### src/hdl/fsla_pkg.sv
package fsla_pkg;

  // Link store geometry
  localparam int unsigned MaxSlots = 1024;
  localparam int unsigned SlotW    = $clog2(MaxSlots);
  localparam int unsigned LinkW    = $clog2(MaxSlots + 1);

  typedef logic [LinkW-1:0] link_t;
  localparam link_t NoneLink = link_t'(MaxSlots);

  // Operation codes carried in the input tuser
  typedef enum logic [1:0] {
    FnAlloc   = 2'd0,
    FnRelease = 2'd1,
    FnRebuild = 2'd2,
    FnNop     = 2'd3
  } func_e;

  // Result status codes
  typedef enum logic [1:0] {
    StOk    = 2'd0,
    StEmpty = 2'd1,
    StWrong = 2'd2,
    StSmall = 2'd3
  } status_e;

  // Configuration register indexes
  typedef enum logic [1:0] {
    CfgHeader = 2'd0,
    CfgSlot   = 2'd1,
    CfgPool   = 2'd2,
    CfgIdent  = 2'd3
  } cfg_idx_e;

  typedef struct packed {
    logic [15:0] header_bytes;
    logic [20:0] slot_bytes;
    logic [23:0] pool_bytes;
    logic [7:0]  pool_ident;
  } cfg_t;

  // Result item, status in the lowest bits
  typedef struct packed {
    logic             pool_empty;
    logic [10:0]      slot_total;
    logic [23:0]      byte_offset;
    logic [SlotW-1:0] granted_slot;
    status_e          status;
  } res_t;

  // Link memory access
  typedef struct packed {
    logic             rd_en;
    logic [SlotW-1:0] rd_addr;
    logic             wr_en;
    logic [SlotW-1:0] wr_addr;
    link_t            wr_data;
  } mem_req_t;

endpackage

### src/hdl/fsla_ctrl.sv
module fsla_ctrl (
  input  logic                             clk_i,
  input  logic                             rst_ni,
  input  fsla_pkg::cfg_t                   cfg_i,
  input  logic                             in_valid_i,
  output logic                             in_ready_o,
  input  fsla_pkg::func_e                  func_i,
  input  logic [fsla_pkg::SlotW-1:0]       slot_index_i,
  input  logic [7:0]                       owner_pool_i,
  input  logic                             out_free_i,
  output logic                             out_push_o,
  output fsla_pkg::res_t                   res_o,
  output fsla_pkg::mem_req_t               mem_req_o,
  input  fsla_pkg::link_t                  rd_data_i
);

  typedef enum logic [3:0] {
    SIdle  = 4'b0001,
    SAlloc = 4'b0010,
    SBuild = 4'b0100,
    SResp  = 4'b1000
  } state_e;

  state_e                      state_q, state_d;
  fsla_pkg::link_t             head_q, head_d;
  logic [10:0]                 count_q, count_d;
  logic [23:0]                 prod_q, prod_d;
  fsla_pkg::res_t              res_q, res_d;
  logic [fsla_pkg::SlotW-1:0]  k_q, k_d;
  logic [31:0]                 end_q, end_d;
  logic [24:0]                 first_end;
  logic                        too_small;
  logic                        last_slot;

  // First slot end against the pool size
  assign first_end = 25'(cfg_i.header_bytes) + 25'(cfg_i.slot_bytes);
  assign too_small = first_end > {1'b0, cfg_i.pool_bytes};

  // Current slot is the last one built when the next does not fit or the store is full
  assign last_slot = (k_q == fsla_pkg::SlotW'(fsla_pkg::MaxSlots - 1)) ||
                     (end_q > 32'(cfg_i.pool_bytes));

  always_comb begin
    state_d    = state_q;
    head_d     = head_q;
    count_d    = count_q;
    prod_d     = prod_q;
    res_d      = res_q;
    k_d        = k_q;
    end_d      = end_q;
    mem_req_o  = '0;
    in_ready_o = 1'b0;
    out_push_o = 1'b0;
    res_o      = res_q;

    unique case (state_q)
      SIdle: begin
        in_ready_o = 1'b1;
        if (in_valid_i) begin
          res_d.status       = fsla_pkg::StOk;
          res_d.granted_slot = '0;
          res_d.byte_offset  = '0;
          res_d.slot_total   = count_q;
          res_d.pool_empty   = (head_q == fsla_pkg::NoneLink);
          state_d            = SResp;
          unique case (func_i)
            fsla_pkg::FnAlloc: begin
              if (head_q == fsla_pkg::NoneLink) begin
                res_d.status = fsla_pkg::StEmpty;
              end else begin
                // Fetch the head's link and start the offset product
                mem_req_o.rd_en   = 1'b1;
                mem_req_o.rd_addr = head_q[fsla_pkg::SlotW-1:0];
                prod_d  = 24'(head_q[fsla_pkg::SlotW-1:0]) * 24'(cfg_i.slot_bytes);
                state_d = SAlloc;
              end
            end
            fsla_pkg::FnRelease: begin
              if (owner_pool_i != cfg_i.pool_ident) begin
                res_d.status = fsla_pkg::StWrong;
              end else begin
                // Push the slot on the head
                mem_req_o.wr_en   = 1'b1;
                mem_req_o.wr_addr = slot_index_i;
                mem_req_o.wr_data = head_q;
                head_d            = {1'b0, slot_index_i};
                res_d.pool_empty  = 1'b0;
              end
            end
            fsla_pkg::FnRebuild: begin
              if (too_small) begin
                res_d.status = fsla_pkg::StSmall;
              end else begin
                k_d     = '0;
                end_d   = 32'(cfg_i.header_bytes) + (32'(cfg_i.slot_bytes) << 1);
                state_d = SBuild;
              end
            end
            fsla_pkg::FnNop: begin
              res_d.status = fsla_pkg::StOk;
            end
            default: begin
              res_d.status = fsla_pkg::StOk;
            end
          endcase
        end
      end

      SAlloc: begin
        // Pop: the fetched link becomes the head
        head_d             = rd_data_i;
        res_d.status       = fsla_pkg::StOk;
        res_d.granted_slot = head_q[fsla_pkg::SlotW-1:0];
        res_d.byte_offset  = 24'(cfg_i.header_bytes) + prod_q;
        res_d.slot_total   = count_q;
        res_d.pool_empty   = (rd_data_i == fsla_pkg::NoneLink);
        res_o              = res_d;
        if (out_free_i) begin
          out_push_o = 1'b1;
          state_d    = SIdle;
        end else begin
          state_d = SResp;
        end
      end

      SBuild: begin
        // Link one slot per cycle
        mem_req_o.wr_en   = 1'b1;
        mem_req_o.wr_addr = k_q;
        mem_req_o.wr_data = last_slot ? fsla_pkg::NoneLink : ({1'b0, k_q} + 1'b1);
        end_d             = end_q + 32'(cfg_i.slot_bytes);
        k_d               = k_q + 1'b1;
        if (last_slot) begin
          head_d             = '0;
          count_d            = {1'b0, k_q} + 1'b1;
          res_d.status       = fsla_pkg::StOk;
          res_d.granted_slot = '0;
          res_d.byte_offset  = '0;
          res_d.slot_total   = count_d;
          res_d.pool_empty   = 1'b0;
          state_d            = SResp;
        end
      end

      SResp: begin
        if (out_free_i) begin
          out_push_o = 1'b1;
          state_d    = SIdle;
        end
      end

      default: begin
        state_d = SIdle;
      end
    endcase
  end

  // Control state
  always_ff @(posedge clk_i or negedge rst_ni) begin
    if (!rst_ni) begin
      state_q <= SIdle;
      head_q  <= fsla_pkg::NoneLink;
      count_q <= '0;
    end else begin
      state_q <= state_d;
      head_q  <= head_d;
      count_q <= count_d;
    end
  end

  // Working registers
  always_ff @(posedge clk_i) begin
    prod_q <= prod_d;
    res_q  <= res_d;
    k_q    <= k_d;
    end_q  <= end_d;
  end

endmodule
### config.mk
export PLATFORM = sky130hd
export DESIGN_NAME = fsla_ctrl
export DESIGN_NICKNAME = d
export VERILOG_FILES = /design/src/hdl/fsla_pkg.sv /design/src/hdl/fsla_ctrl.sv
export SDC_FILE = /design/constraint.sdc
export NUM_CORES = 1
export LEC_CHECK = 0
export BUFFER_PORTS_ARGS = -buffer_cell sky130_fd_sc_hd__buf_2
export CORE_UTILIZATION = 61
export DETAILED_ROUTE_END_ITERATION = 8
export GPL_TIMING_DRIVEN = 0
export PLACE_DENSITY = 0.82
export SETUP_SLACK_MARGIN = 0.1
export SLEW_MARGIN = 20
export SYNTH_ARGS = -nofsm -noshare
export SYNTH_HDL_FRONTEND = slang
export SYNTH_SLANG_ARGS = --single-unit
### constraint.sdc
create_clock -name clk_i -period 7.7 [get_ports clk_i]
set_input_delay 0 -clock clk_i [delete_from_list [all_inputs] [get_ports clk_i]]
set_output_delay 0 -clock clk_i [all_outputs]
set_load 0.03 [all_outputs]
---- Word level (Yosys, flattened, before mapping) ----
Index checks and enable logic that the tools add are counted.
cells by class
  add/subtract/negate cells ............... 6
  multiply operators ...................... 1
  $lt $le $gt $ge ......................... 2
  equality and inequality tests ........... 18
  muxes and demuxes ....................... 42
  bitwise operators ....................... 1
  reductions and logical operators ........ 11
operator list
  operator               number
  $mux 48                3
  $pmux 48 s3            1
  $mux 32                3
  $mux 11                8
  $pmux 32 s2            1
  $mux 22                2
  $pmux 22 s2            1
  $mux 33                1
  $pmux 11 s3            1
  $add 32x21->32         1
  $gt 32x24->1           1
  $mux 10                3
  $add 16x24->24         1
  $gt 22x24->1           1
  $mul 10x21->24         1
  $mux 4                 6
  $add 16x22->23         1
  $add 16x21->22         1
  $eq 11x11->1 const B   2
  $pmux 10 s2            1
  $pmux 4 s4             1
  $add 10x1->11 const B  1
  $add 10x1->10 const B  1
  $eq 10x10->1 const B   1
  23 further kinds       37
word-level totals
  flip-flop bits (word level) ............. 140
  input bits .............................. 104
  output and inout bits ................... 83
  logic and storage cells ................. 92

---- Longest topological paths before layout ----
Gate-level depths: netlist of run 1.
  depth after elaboration ................. 6
  depth in mapped cells ................... 22
  mapped depth without buffers ............ 20

---- Worst setup path after synthesis of run 1 ----
No wires, ideal clock.
  path type ............................... input to register
  start point ............................. input cfg_i[32] (netlist name)
  end point ............................... register end_q[0] (enable)
  setup time .............................. 455 ps
  data arrival time ....................... 5,303 ps
  required time ........................... 7,245 ps
  slack ................................... 1,942 ps
  stages .................................. 17
  buffers on the path ..................... 0
  cells stage by stage .................... ha_1 > fa_1 > a21o_1 > a21oi_1 > o21a_1 > o2111ai_1 > a31oi_1 > o21ai_0 > nand3_1 > xnor2_1 > ha_1 > nand4_1 > or4_1 > nor3_1 > a21oi_1 > nand2b_1 > a21oi_1
on the way
  cells in the longest elaborated chain, start to end .. 4
RTL lines
  item                               RTL line          RTL
  from (decl)                        fsla_ctrl.sv:4    input fsla_pkg::cfg_t cfg_i,
  $add 16x21->22                     fsla_ctrl.sv:36   assign first_end = 25'(cfg_i.header_bytes) + 25'(cfg_i.slot_bytes);
  $gt 22x24->1                       fsla_ctrl.sv:37   assign too_small = first_end > {1'b0, cfg_i.pool_bytes};
  $ne 2x2->1 (no source line)        --
  $reduce_and 4->1 (no source line)  --
  to (signal assigned)               fsla_ctrl.sv:176  end_q <= end_d;
  to (decl)                          fsla_ctrl.sv:30   logic [31:0] end_q, end_d;
Every way passes these cells.
A chain may end at the register's enable or synchronous reset.

---- Worst setup path in the final report of run 1 ----
  start point ............................. register head_q[8]
  end point ............................... register prod_q[22], data pin
on the way
  cells in the longest elaborated chain, start to end .. 1
RTL lines
  item                    RTL line          RTL
  from (decl)             fsla_ctrl.sv:25   fsla_pkg::link_t head_q, head_d;
  from (signal assigned)  fsla_ctrl.sv:162  head_q <= fsla_pkg::NoneLink;
  $mul 10x21->24          fsla_ctrl.sv:74   prod_d = 24'(head_q[fsla_pkg::SlotW-1:0]) * 24'(cfg_i.slot_bytes);
  to (signal assigned)    fsla_ctrl.sv:173  prod_q <= prod_d;
  to (decl)               fsla_ctrl.sv:27   logic [23:0] prod_q, prod_d;
Every way passes these cells.

==> impl_metrics.py, run 1 <==
metrics = {
    "logic_synthesis": {
        "async_flop_share": 0.186,
        "synth_area_mm2": 0.0166,
        "synth_ff_type": "edfxtp_1",
        "synth_edf_count": 114,
        "synthTopCellsByArea": "edfxtp_1, fa_1, ha_1",
        "yosys_warnings": 0,
        "synth_seq_area_share": 0.245,
        "avgSynthCellArea_um2": 9.19,
        "ys_ff_latch": 140,
        "yosysTopAreaCellShare": 0.206,
        "synth_nets": 2206,
        "yosysUniqueCellTypes": 84,
        "synth_cells": 1811,
        "synth_area_leader_cell": "edfxtp_1",
    },
    "grt": {
        "grt_pass1_vias": 14785,
        "grt_pass1_wl_um": 77000,
        "antenna_found_initial": 3,
        "grt_max_degree": 27,
        "track_usage": 0.354,
        "grt_overflow_total": 0,
    },
    "clock_tree": {
        "ctsHoldBuffers": 22,
        "cts_tree": "done",
        "root_buffer": "clkbuf_16",
        "cts.sinks": 140,
        "cts-buffers-inserted": 17,
        "cts_setup_buffers": 0,
        "clock_latency_ns": 0.45,
        "cts_buffer_depth": 2,
        "clk_pin_slew_ns": 0.07,
        "cts_resized": 0,
        "ctsHtreeMaxLevel": 4,
    },
    "layout": {
        "design_area_mm2": 0.0189,
        "synthToLayoutAreaGrowth_pct": 13.7,
        "nets": 2440,
        "drive_gt1_frac": 0.133,
        "final_util": 0.704,
    },
    "route": {
        "vias": 14757,
        "routed_wl_um": 48400,
        "drtAntennaViolNets": 0,
        "drt_pass1_iterations": 6,
        "wl_per_cell_um": 20.1,
        "drc": 0,
        "routed_via_density": 6.14,
        "initialDrtViolationCount": 1290,
    },
    "placed_design": {
        "io_buffers": 185,
        "dp_hpwl_um": 37500,
        "gp_congestion": 0.997,
        "placed_cell_area_mm2": 0.0181,
    },
    "setup_path": {
        "worstPathMaxFanout": 10,
        "r2r_end": "prod_q[22]",
        "arrival_ns": 6.79,
        "r2r_slack_ns": 1.11,
        "end_kind": "flip-flop",
        "startpoint": "head_q[8]",
        "required_ns": 7.90,
        "r2r_cells": 20,
        "cp-endpoint": "prod_q[22]",
        "r2r_start": "head_q[8]",
        "worst-setup-path-type": "reg -> reg",
        "worstSetupStartpointType": "flip-flop",
    },
    "die": {
        "die-area_mm2": 0.0279,
        "chipWidth_um": 167,
        "coreArea_mm2": 0.0269,
        "rows": 60,
        "start_util": 0.619,
        "io_pins": 187,
        "die_h_um": 167,
    },
    "run": {
        "cap_violations": 0,
    },
    "timing": {
        "rsz0062_at_grt": "no",
        "clock.fmax_ghz": 0.152,
        "finalCritPeriodShare": 0.856,
        "drv_slew": 0,
        "finalHoldViolCount": 0,
        "post-route-min-period_ns": 6.59,
        "tightest_slew_ns": 1.20,
        "slew-limit-headroom": 0.195,
        "fin_skew_ns": 0.0185,
        "setup_viol": 0,
    },
    "worst_hold_path": {
        "hp-class": "in -> reg",
    },
    "outcome": {
        "outcome": "completed",
    },
}
logic make-up (layout without fill, tap and decap cells):
family,Yosys count,count (layout),synth area share
buffers and inverters,279,526,0.0640
DFF,140,140,0.245
AOI/OAI and AO/OA,367,367,0.155
and+or+nand+nor,588,588,0.173
other,0,3,0
muxes,25,25,0.0192
adders and majority gates,291,291,0.280
xor gates and xnor gates,121,121,0.0637
stage by stage:
step	hold slack [ns]	worst slack [ns]	TNS, ns	cells
finish	0.0369	1.11	0	2402
global route	0.0157	0.784	0	2402
CTS	0.000654	1.17	0	2399
detailed placement	0.0504	1.22	0	2345
global placement	0.0534	-0.0916	-3.71	2337
floorplan	-0.296	1.94	0	1811
cell usage after synthesis (3+ instances only):
| cell type | number |
|---|---|
| nand2_1 | 206 |
| inv_1 | 205 |
| ha_1 | 156 |
| fa_1 | 135 |
| and2_1 | 120 |
| edfxtp_1 | 114 |
| nor2_1 | 107 |
| xnor2_1 | 83 |
| a21oi_1 | 81 |
| a21o_1 | 77 |
| clkbuf_1 | 66 |
| o21ai_0 | 66 |
| xor2_1 | 38 |
| nor3_1 | 28 |
| nand3_1 | 26 |
| dfrtp_1 | 24 |
| a22o_1 | 21 |
| nand2b_1 | 17 |
| nand4_1 | 17 |
| o21a_1 | 14 |
| a211oi_1 | 13 |
| mux2_4 | 13 |
| or3_1 | 13 |
| and3_1 | 12 |
| nor2b_1 | 11 |
| nor4_1 | 11 |
| o211ai_1 | 10 |
| o21bai_1 | 10 |
| mux2i_1 | 9 |
| a31oi_1 | 8 |
| a32o_1 | 6 |
| o21ai_1 | 6 |
| buf_1 | 4 |
| nor3b_1 | 4 |
| o31ai_1 | 4 |
| a211oi_2 | 3 |
| a21boi_0 | 3 |
| mux2_2 | 3 |
placed cells by master, fill, tap and decap left out, drive strengths merged, types with 10 or more instances in the layout:
master	n
mux2	16
and2	120
o211ai	10
fa	135
dfrtp	24
o21ai	72
or3	13
nand2	206
a22o	21
nand3	26
and3	12
inv	214
buf	201
xor2	38
o21bai	10
nor4	11
a21oi	83
a21o	77
nor2	107
clkbuf	84
nor2b	11
a31oi	10
ha	156
edfxtp	114
xnor2	83
dlygate4sd3	22
a211oi	16
nor3	28
o21a	14
nand4	17
nand2b	17
registers in the layout, summed over array words and instances (netlist names):
name	flops
res_q	48
end_q	32
prod_q	24
count_q	11
head_q	11
k_q	10
state_q	4
routing by layer:
layer  track usage  up-vias  wire length [um]
met2         0.565      851             22100
li1              -     6650                 -
met4         0.177        0              2420
met1         0.455     7073             18900
met5             0        -                 0
met3        0.0780      183              4950
layout make-up:
type	count	area, um^2
Multi-Input combinational cell	1392	11500
Fill cell	2018	7950
Sequential cell	140	4080
Timing Repair Buffer	215	1250
Inverter	205	769
Clock buffer	18	429
Tap cell	341	427
Buffer	74	295
Clock inverter	14	128
Antenna cell	3	7.51
critical path, cell delays in order (launching register included):
cell      delay [ns]
dfrtp_1         0.39
clkbuf_1        0.51
clkbuf_1        0.41
nand2_1         0.13
fa_1            0.51
fa_1            0.54
inv_1           0.06
fa_1            0.44
fa_1            0.54
inv_1           0.06
fa_1            0.54
inv_1           0.04
ha_1            0.35
a21o_1          0.20
a21oi_1         0.21
o21ai_0         0.21
a21oi_1         0.17
a21bo_2         0.26
a31oi_1         0.37
nor3_1          0.10
a311o_1         0.29
worst min path at each step:
stage                         start  slack (ns)    endpoint  depth (start not counted)
floorplan                    rst_ni       -0.30  count_q[0]                          0
global placement             rst_ni        0.05  count_q[0]                          1
detailed placement           rst_ni        0.05  count_q[0]                          1
CTS                 slot_index_i[9]      0.0007   head_q[9]                          3
global route        slot_index_i[9]        0.02   head_q[9]                          3
finish              slot_index_i[9]        0.04   head_q[9]                          3
Power of run 1 is left out: the tool's default activity adds up to more than one toggle a clock period on the data nets, which glitch-free logic cannot reach.
==> inputs of run 2 (changes only) <==
--- a/config.mk
+++ b/config.mk
@@ -6,10 +6,10 @@
 export NUM_CORES = 1
 export LEC_CHECK = 0
 export BUFFER_PORTS_ARGS = -buffer_cell sky130_fd_sc_hd__buf_2
-export CORE_UTILIZATION = 61
+export CORE_UTILIZATION = 66
 export DETAILED_ROUTE_END_ITERATION = 8
 export GPL_TIMING_DRIVEN = 0
-export PLACE_DENSITY = 0.82
+export PLACE_DENSITY = 0.87
 export SETUP_SLACK_MARGIN = 0.1
 export SLEW_MARGIN = 20
 export SYNTH_ARGS = -nofsm -noshare
==> constraint.sdc (replaced) <==
create_clock -name clk_i -period 8.08 [get_ports clk_i]
set_input_delay 0 -clock clk_i [delete_from_list [all_inputs] [get_ports clk_i]]
set_output_delay 0 -clock clk_i [all_outputs]
set_load 0.03 [all_outputs]
==> run 2 against run 1 <==
Critical path depth stayed put. Sequential share of layout area about the same. Final cell count decreased by 0.75%. Fmax shrank 0.85%. Worst hold slack worse by 0.027 ns. Worst setup slack improved by 0.32 ns. Clock skew down 0.0014 ns. Flip-flop and latch count did not move.
==> impl_metrics.py, run 2 (same netlist as run 1, synthesis figures left out) <==
metrics = {
    "setup_path": {
        "max_stage_delay_ns": 0.57,
        "end_kind": "flip-flop",
        "critPathTopFamily": "adder cells",
        "r2r_cells": 20,
        "worst-setup-path-type": "reg -> reg",
        "crit_cells": 20,
        "path_buf_inv": 5,
        "worstSetupStartpointType": "flip-flop",
        "arrival_ns": 6.84,
        "crit_path_top_delay_cell": "fa_1",
        "worstPathMaxFanout": 10,
        "required_ns": 8.28,
        "path_common_cell": "fa_1",
        "crit_chain": "clkbuf_1 -> clkbuf_1 -> nand2_1 -> fa_1 -> inv_1 -> fa_1 -> fa_1 -> fa_1 -> inv_1 -> fa_1 -> inv_1 -> ha_1 -> a21o_1 -> a21oi_1 -> o21ai_0 -> a21oi_1 -> a21bo_2 -> a31oi_1 -> nor3_1 -> a311o_1",
    },
    "layout": {
        "synthToLayoutAreaGrowth_pct": 13.5,
        "nets": 2438,
        "drive_gt1_frac": 0.134,
        "final_cell_mix": "nand2_1, inv_1, buf_2",
        "final_common_cell": "nand2_1",
        "reg_top3": "res_q (48), end_q (32), prod_q (24)",
        "regMostFlops": "res_q",
        "fin_cells": 2384,
        "largest_reg_flops": 48,
    },
    "clock_tree": {
        "cts_buffer_depth": 2,
        "clk_pin_slew_ns": 0.07,
        "cts.sinks": 140,
        "clock_latency_ns": 0.44,
        "cts_setup_buffers": 0,
        "cts-buffers-inserted": 17,
        "root_buffer": "clkbuf_16",
        "cts_tree": "done",
        "ctsHtreeMaxLevel": 4,
    },
    "timing": {
        "post-route-min-period_ns": 6.65,
        "tns_ns": 0,
        "tightest_slew_ns": 1.10,
        "setup_viol": 0,
        "finalHoldViolCount": 0,
        "rsz0062_at_grt": "no",
        "clock.fmax_ghz": 0.150,
        "finalCritPeriodShare": 0.823,
        "slew-limit-headroom": 0.264,
        "drv_slew": 0,
        "fin_skew_ns": 0.0171,
        "holdWs_ns": 0.00982,
    },
    "die": {
        "rows": 57,
        "start_util": 0.678,
        "die-area_mm2": 0.0259,
        "chipWidth_um": 161,
        "die_h_um": 161,
        "io_pins": 187,
        "coreArea_mm2": 0.0245,
    },
    "placed_design": {
        "dp_hpwl_um": 38400,
        "dpl.cell_count": 2329,
        "gp_congestion": 0.985,
        "io_buffers": 185,
    },
    "grt": {
        "grt_max_degree": 27,
        "track_usage": 0.397,
        "grt_pass1_vias": 15352,
        "grt_overflow_total": 0,
        "antenna_found_initial": 5,
        "grt_pass1_wl_um": 79200,
    },
    "route": {
        "drc": 0,
        "routed_wl_um": 49800,
        "vias": 15018,
        "initialDrtViolationCount": 1691,
        "routed_via_density": 6.30,
        "wl_per_cell_um": 20.9,
        "drt_pass1_iterations": 6,
        "drtAntennaViolNets": 0,
    },
    "worst_hold_path": {
        "whs_path_depth": 3,
        "hp-class": "in -> reg",
    },
    "outcome": {
        "outcome": "completed",
    },
    "run": {
        "cap_violations": 0,
    },
}
[run 2: changes by cell type in the layout (fill, tap and decap cells not counted)]
| cell | delta |
|---|---|
| buf_8 | -1 |
| buf_2 | +1 |
| buf_16 | +1 |
| clkinvlp_4 | +1 |
| inv_6 | -1 |
| dlygate4sd3_1 | -3 |
| diode_2 | +1 |
[run 2: area by class of cell]
| type | count | area [um^2] |
|---|---|---|
| diodes | 4 | 10.0 |
| well taps | 324 | 405 |
| flip-flops and latches | 140 | 4080 |
| inverters | 205 | 769 |
| clock inverters | 14 | 126 |
| fillers | 1693 | 5640 |
| clock buffers | 18 | 429 |
| plain buffers | 74 | 295 |
| repair buffers | 213 | 1240 |
| multi-input cells | 1392 | 11500 |
[run 2: what timing repair did]
| action | in CTS | in global routing |
|---|---|---|
| hold buffers | 19 | 0 |
| endpoints found under the hold margin | 37 | 0 |
| resized for setup | 0 | 0 |
[run 2: metrics by stage]
step | area (um^2) | worst slack, ns | utilization
2_1_floorplan | 16600 | 2.32 | -
3_3_place_gp | 18000 | 0.288 | 0.733
3_5_place_dp | 18100 | 1.67 | 0.739
6_report | 18900 | 1.43 | 0.770
4_1_cts | 18900 | 1.63 | 0.770
5_1_grt | 18900 | 1.13 | 0.770
[run 2: tightest hold or removal path: stages]
cell and delay, ns:
buf_2 0.09, a22o_1 0.17, mux2_4 0.15
[run 2: worst paths after layout]
| path | startpoint | end | slack [ns] |
|---|---|---|---|
| setup reg to reg | head_q[1] | prod_q[22] | 1.43 |
| hold / removal | slot_index_i[7] | head_q[7] | 0.01 |
| max in group asynchronous | rst_ni | head_q[5] | 7.51 |
| setup / recovery | head_q[1] | prod_q[22] | 1.43 |
| hold reg to reg | count_q[2] | count_q[2] | 0.55 |
| min in group asynchronous | rst_ni | count_q[0] | 0.12 |
[run 2: metal layers]
| layer | global-route usage | vias up | share of wire |
|---|---|---|---|
| met3 | 0.0891 | 232 | 0.11 |
| met4 | 0.208 | 0 | 0.052 |
| li1 | - | 6668 | - |
| met1 | 0.504 | 7117 | 0.37 |
| met5 | 0 | - | 0 |
| met2 | 0.637 | 1001 | 0.46 |
Power of run 2 is left out for the same reason.
==> inputs of run 3 (changes only) <==
--- a/config.mk
+++ b/config.mk
@@ -5,11 +5,12 @@
 export SDC_FILE = /design/constraint.sdc
 export NUM_CORES = 1
 export LEC_CHECK = 0
+export ABC_AREA = 1
 export BUFFER_PORTS_ARGS = -buffer_cell sky130_fd_sc_hd__buf_2
-export CORE_UTILIZATION = 66
+export CORE_UTILIZATION = 62
 export DETAILED_ROUTE_END_ITERATION = 8
 export GPL_TIMING_DRIVEN = 0
-export PLACE_DENSITY = 0.87
+export PLACE_DENSITY = 0.83
 export SETUP_SLACK_MARGIN = 0.1
 export SLEW_MARGIN = 20
 export SYNTH_ARGS = -nofsm -noshare
==> constraint.sdc (replaced) <==
create_clock -name clk_i -period 6.4 [get_ports clk_i]
set_input_delay 0 -clock clk_i [delete_from_list [all_inputs] [get_ports clk_i]]
set_output_delay 0 -clock clk_i [all_outputs]
set_load 0.03 [all_outputs]
==> run 3 against run 2 <==
Via count is 15% higher. First-iteration DRC count is 0.53% lower. Global-route usage is 0.41 points higher. Flip-flop and latch count stayed put. Fmax is 8.3% higher. Critical path type unchanged. Highest routed layer unchanged.
==> impl_metrics.py, run 3 <==
metrics = {
    "setup_path": {
        "r2r_end": "prod_q[22]",
        "r2r_cells": 19,
        "end_kind": "flip-flop",
        "arrival_ns": 6.32,
        "worstSetupStartpointType": "flip-flop",
        "worstPathMaxFanout": 10,
        "r2r_slack_ns": 0.26,
        "worst-setup-path-type": "reg -> reg",
        "required_ns": 6.58,
        "r2r_start": "head_q[6]",
    },
    "logic_synthesis": {
        "ys_top_cells_by_count": "nand2_1, inv_1, ha_1",
        "yosys_warnings": 0,
        "synth_seq_area_share": 0.235,
        "avgSynthCellArea_um2": 7.37,
        "ys_ff_latch": 140,
        "synthTopCellsByArea": "edfxtp_1, fa_1, nand2_1",
        "synth_edf_count": 114,
        "synth_ff_type": "edfxtp_1",
        "yosysTopAreaCellShare": 0.197,
        "synth_nets": 2748,
        "synth_area_mm2": 0.0173,
        "yosysUniqueCellTypes": 53,
        "synth_area_leader_cell": "edfxtp_1",
        "async_flop_share": 0.186,
        "synth_cells": 2353,
        "synth.most_common_cell": "nand2_1",
    },
    "layout": {
        "reg_top3": "res_q (48), end_q (32), prod_q (24)",
        "drive_gt1_frac": 0.104,
        "largest_reg_flops": 48,
        "design_area_mm2": 0.0195,
        "final_common_cell": "nand2_1",
        "nFillCells": 2317,
        "regMostFlops": "res_q",
        "multi_input_area_mm2": 0.0113,
        "nets": 2975,
        "final_cell_mix": "nand2_1, inv_1, buf_2",
        "synthToLayoutAreaGrowth_pct": 12.7,
        "seqCellArea_mm2": 0.00408,
    },
    "timing": {
        "slew-limit-headroom": 0.303,
        "finalCritPeriodShare": 0.959,
        "tightest_slew_ns": 1.05,
        "drv_slew": 0,
        "tns_ns": 0,
        "post-route-min-period_ns": 6.14,
        "setup_viol": 0,
        "finalHoldViolCount": 0,
        "fin_skew_ns": 0.0157,
        "rsz0062_at_grt": "no",
        "clock.fmax_ghz": 0.163,
    },
    "clock_tree": {
        "cts_buffer_depth": 2,
        "ctsHtreeMaxLevel": 4,
        "clk_pin_slew_ns": 0.08,
        "cts.sinks": 140,
        "cts-buffers-inserted": 17,
        "clock_latency_ns": 0.44,
        "root_buffer": "clkbuf_16",
        "cts_tree": "done",
    },
    "grt": {
        "grt_max_degree": 34,
        "grt_overflow_total": 0,
        "track_usage": 0.401,
        "grt_pass1_wl_um": 87600,
        "grt_pass1_vias": 16734,
        "antenna_found_initial": 1,
    },
    "die": {
        "start_util": 0.638,
        "chipWidth_um": 169,
        "io_pins": 187,
        "rows": 60,
        "die_h_um": 169,
        "die-area_mm2": 0.0286,
        "coreArea_mm2": 0.0272,
    },
    "run": {
        "cap_violations": 0,
    },
    "route": {
        "wl_met3_um": 6270,
        "wl_per_cell_um": 19.1,
        "drt_pass1_iterations": 6,
        "routed_via_density": 5.82,
        "initialDrtViolationCount": 1682,
        "vias": 17273,
        "routed.top_layer": "met4",
        "drtAntennaViolNets": 0,
        "wl_met2_um": 24600,
        "drc": 0,
        "routed_wl_um": 56600,
        "wl_met1_um": 22500,
    },
    "worst_hold_path": {
        "hp-class": "in -> reg",
        "hold_start": "rd_data_i[2]",
        "whs_endpoint": "head_q[2]",
        "whs_path_depth": 5,
    },
    "outcome": {
        "outcome": "completed",
    },
    "placed_design": {
        "io_buffers": 186,
        "placed_cell_area_mm2": 0.0188,
        "gp_congestion": 0.979,
        "dp_hpwl_um": 44500,
    },
}
==> run 3: cell count changes in the layout (fill, tap and decap cells not counted), moves of 49 or more <==
cell | previous run | this run
a21o_1 | 77 | 12
a21oi_1 | 80 | 138
and2_1 | 120 | 1
inv_1 | 205 | 447
nand2_1 | 206 | 635
nand3_1 | 26 | 75
o21ai_0 | 66 | 122
xnor2_1 | 83 | 25
==> run 3: area by class of cell <==
type                            count  area share
Multi-Input combinational cell   1685       0.577
Buffer                             70      0.0145
Timing Repair Buffer              208      0.0599
Inverter                          458      0.0880
Clock inverter                     14     0.00659
Antenna cell                        1    0.000128
Clock buffer                       18      0.0220
Sequential cell                   140       0.209
Tap cell                          372      0.0238
==> run 3: worst max-delay path by stage <==
stage	startpoint	endpoint	slack, ns
global route	head_q[8]	prod_q[18]	0.10
floorplan	head_q[8]	prod_q[18]	1.19
detailed placement	head_q[6]	prod_q[22]	0.32
CTS	head_q[6]	prod_q[22]	0.28
finish	head_q[6]	prod_q[22]	0.26
global placement	head_q[6]	prod_q[22]	0.42
==> run 3: repair_timing <==
item | 4_1_cts | 5_1_grt
resized for setup | 0 | 3
endpoints found under the hold margin | 39 | 0
hold buffers | 20 | 0
setup buffers | 0 | 0
setup endpoints to repair | 0 | 5
==> run 3: logic make-up (layout without fill, tap and decap cells) <==
group,Yosys count,after routing,synth area share
AOI/OAI and AO/OA,366,366,0.118
xor gates and xnor gates,73,73,0.0369
adders and majority gates,291,291,0.268
buffers and inverters,528,768,0.115
DFF,140,140,0.235
muxes,1,1,0.000649
other,0,1,0
and+or+nand+nor,954,954,0.226
==> run 3: through the flow <==
step	hold slack (ns)	setup WS (ns)	instances	util
2_1_floorplan	-0.296	1.19	2353	-
3_3_place_gp	0.0589	0.423	2911	0.689
3_5_place_dp	0.0497	0.322	2913	0.691
4_1_cts	0.00139	0.278	2965	0.719
5_1_grt	0.0288	0.100	2965	0.719
6_report	0.0181	0.262	2966	0.719
==> run 3: routing by layer <==
metal	GRT usage	vias to the layer above
li1	-	7952
met1	0.527	8061
met2	0.617	1041
met3	0.0840	219
met4	0.228	0
met5	0	-
==> run 3: worst max-delay path, stage by stage, from the launching register on <==
cell and delay [ns]:
dfrtp_1 0.39, clkbuf_1 0.50, clkbuf_2 0.40, nand2_1 0.14, fa_1 0.56, inv_1 0.05
fa_1 0.47, fa_1 0.53, fa_1 0.60, inv_1 0.08, fa_1 0.53, inv_1 0.04
ha_1 0.37, a21oi_1 0.15, o21ai_0 0.12, a211oi_1 0.39, nand3_1 0.20, nand2_1 0.12
nand2_1 0.06, xor2_1 0.16
Power of run 3 is left out for the same reason.
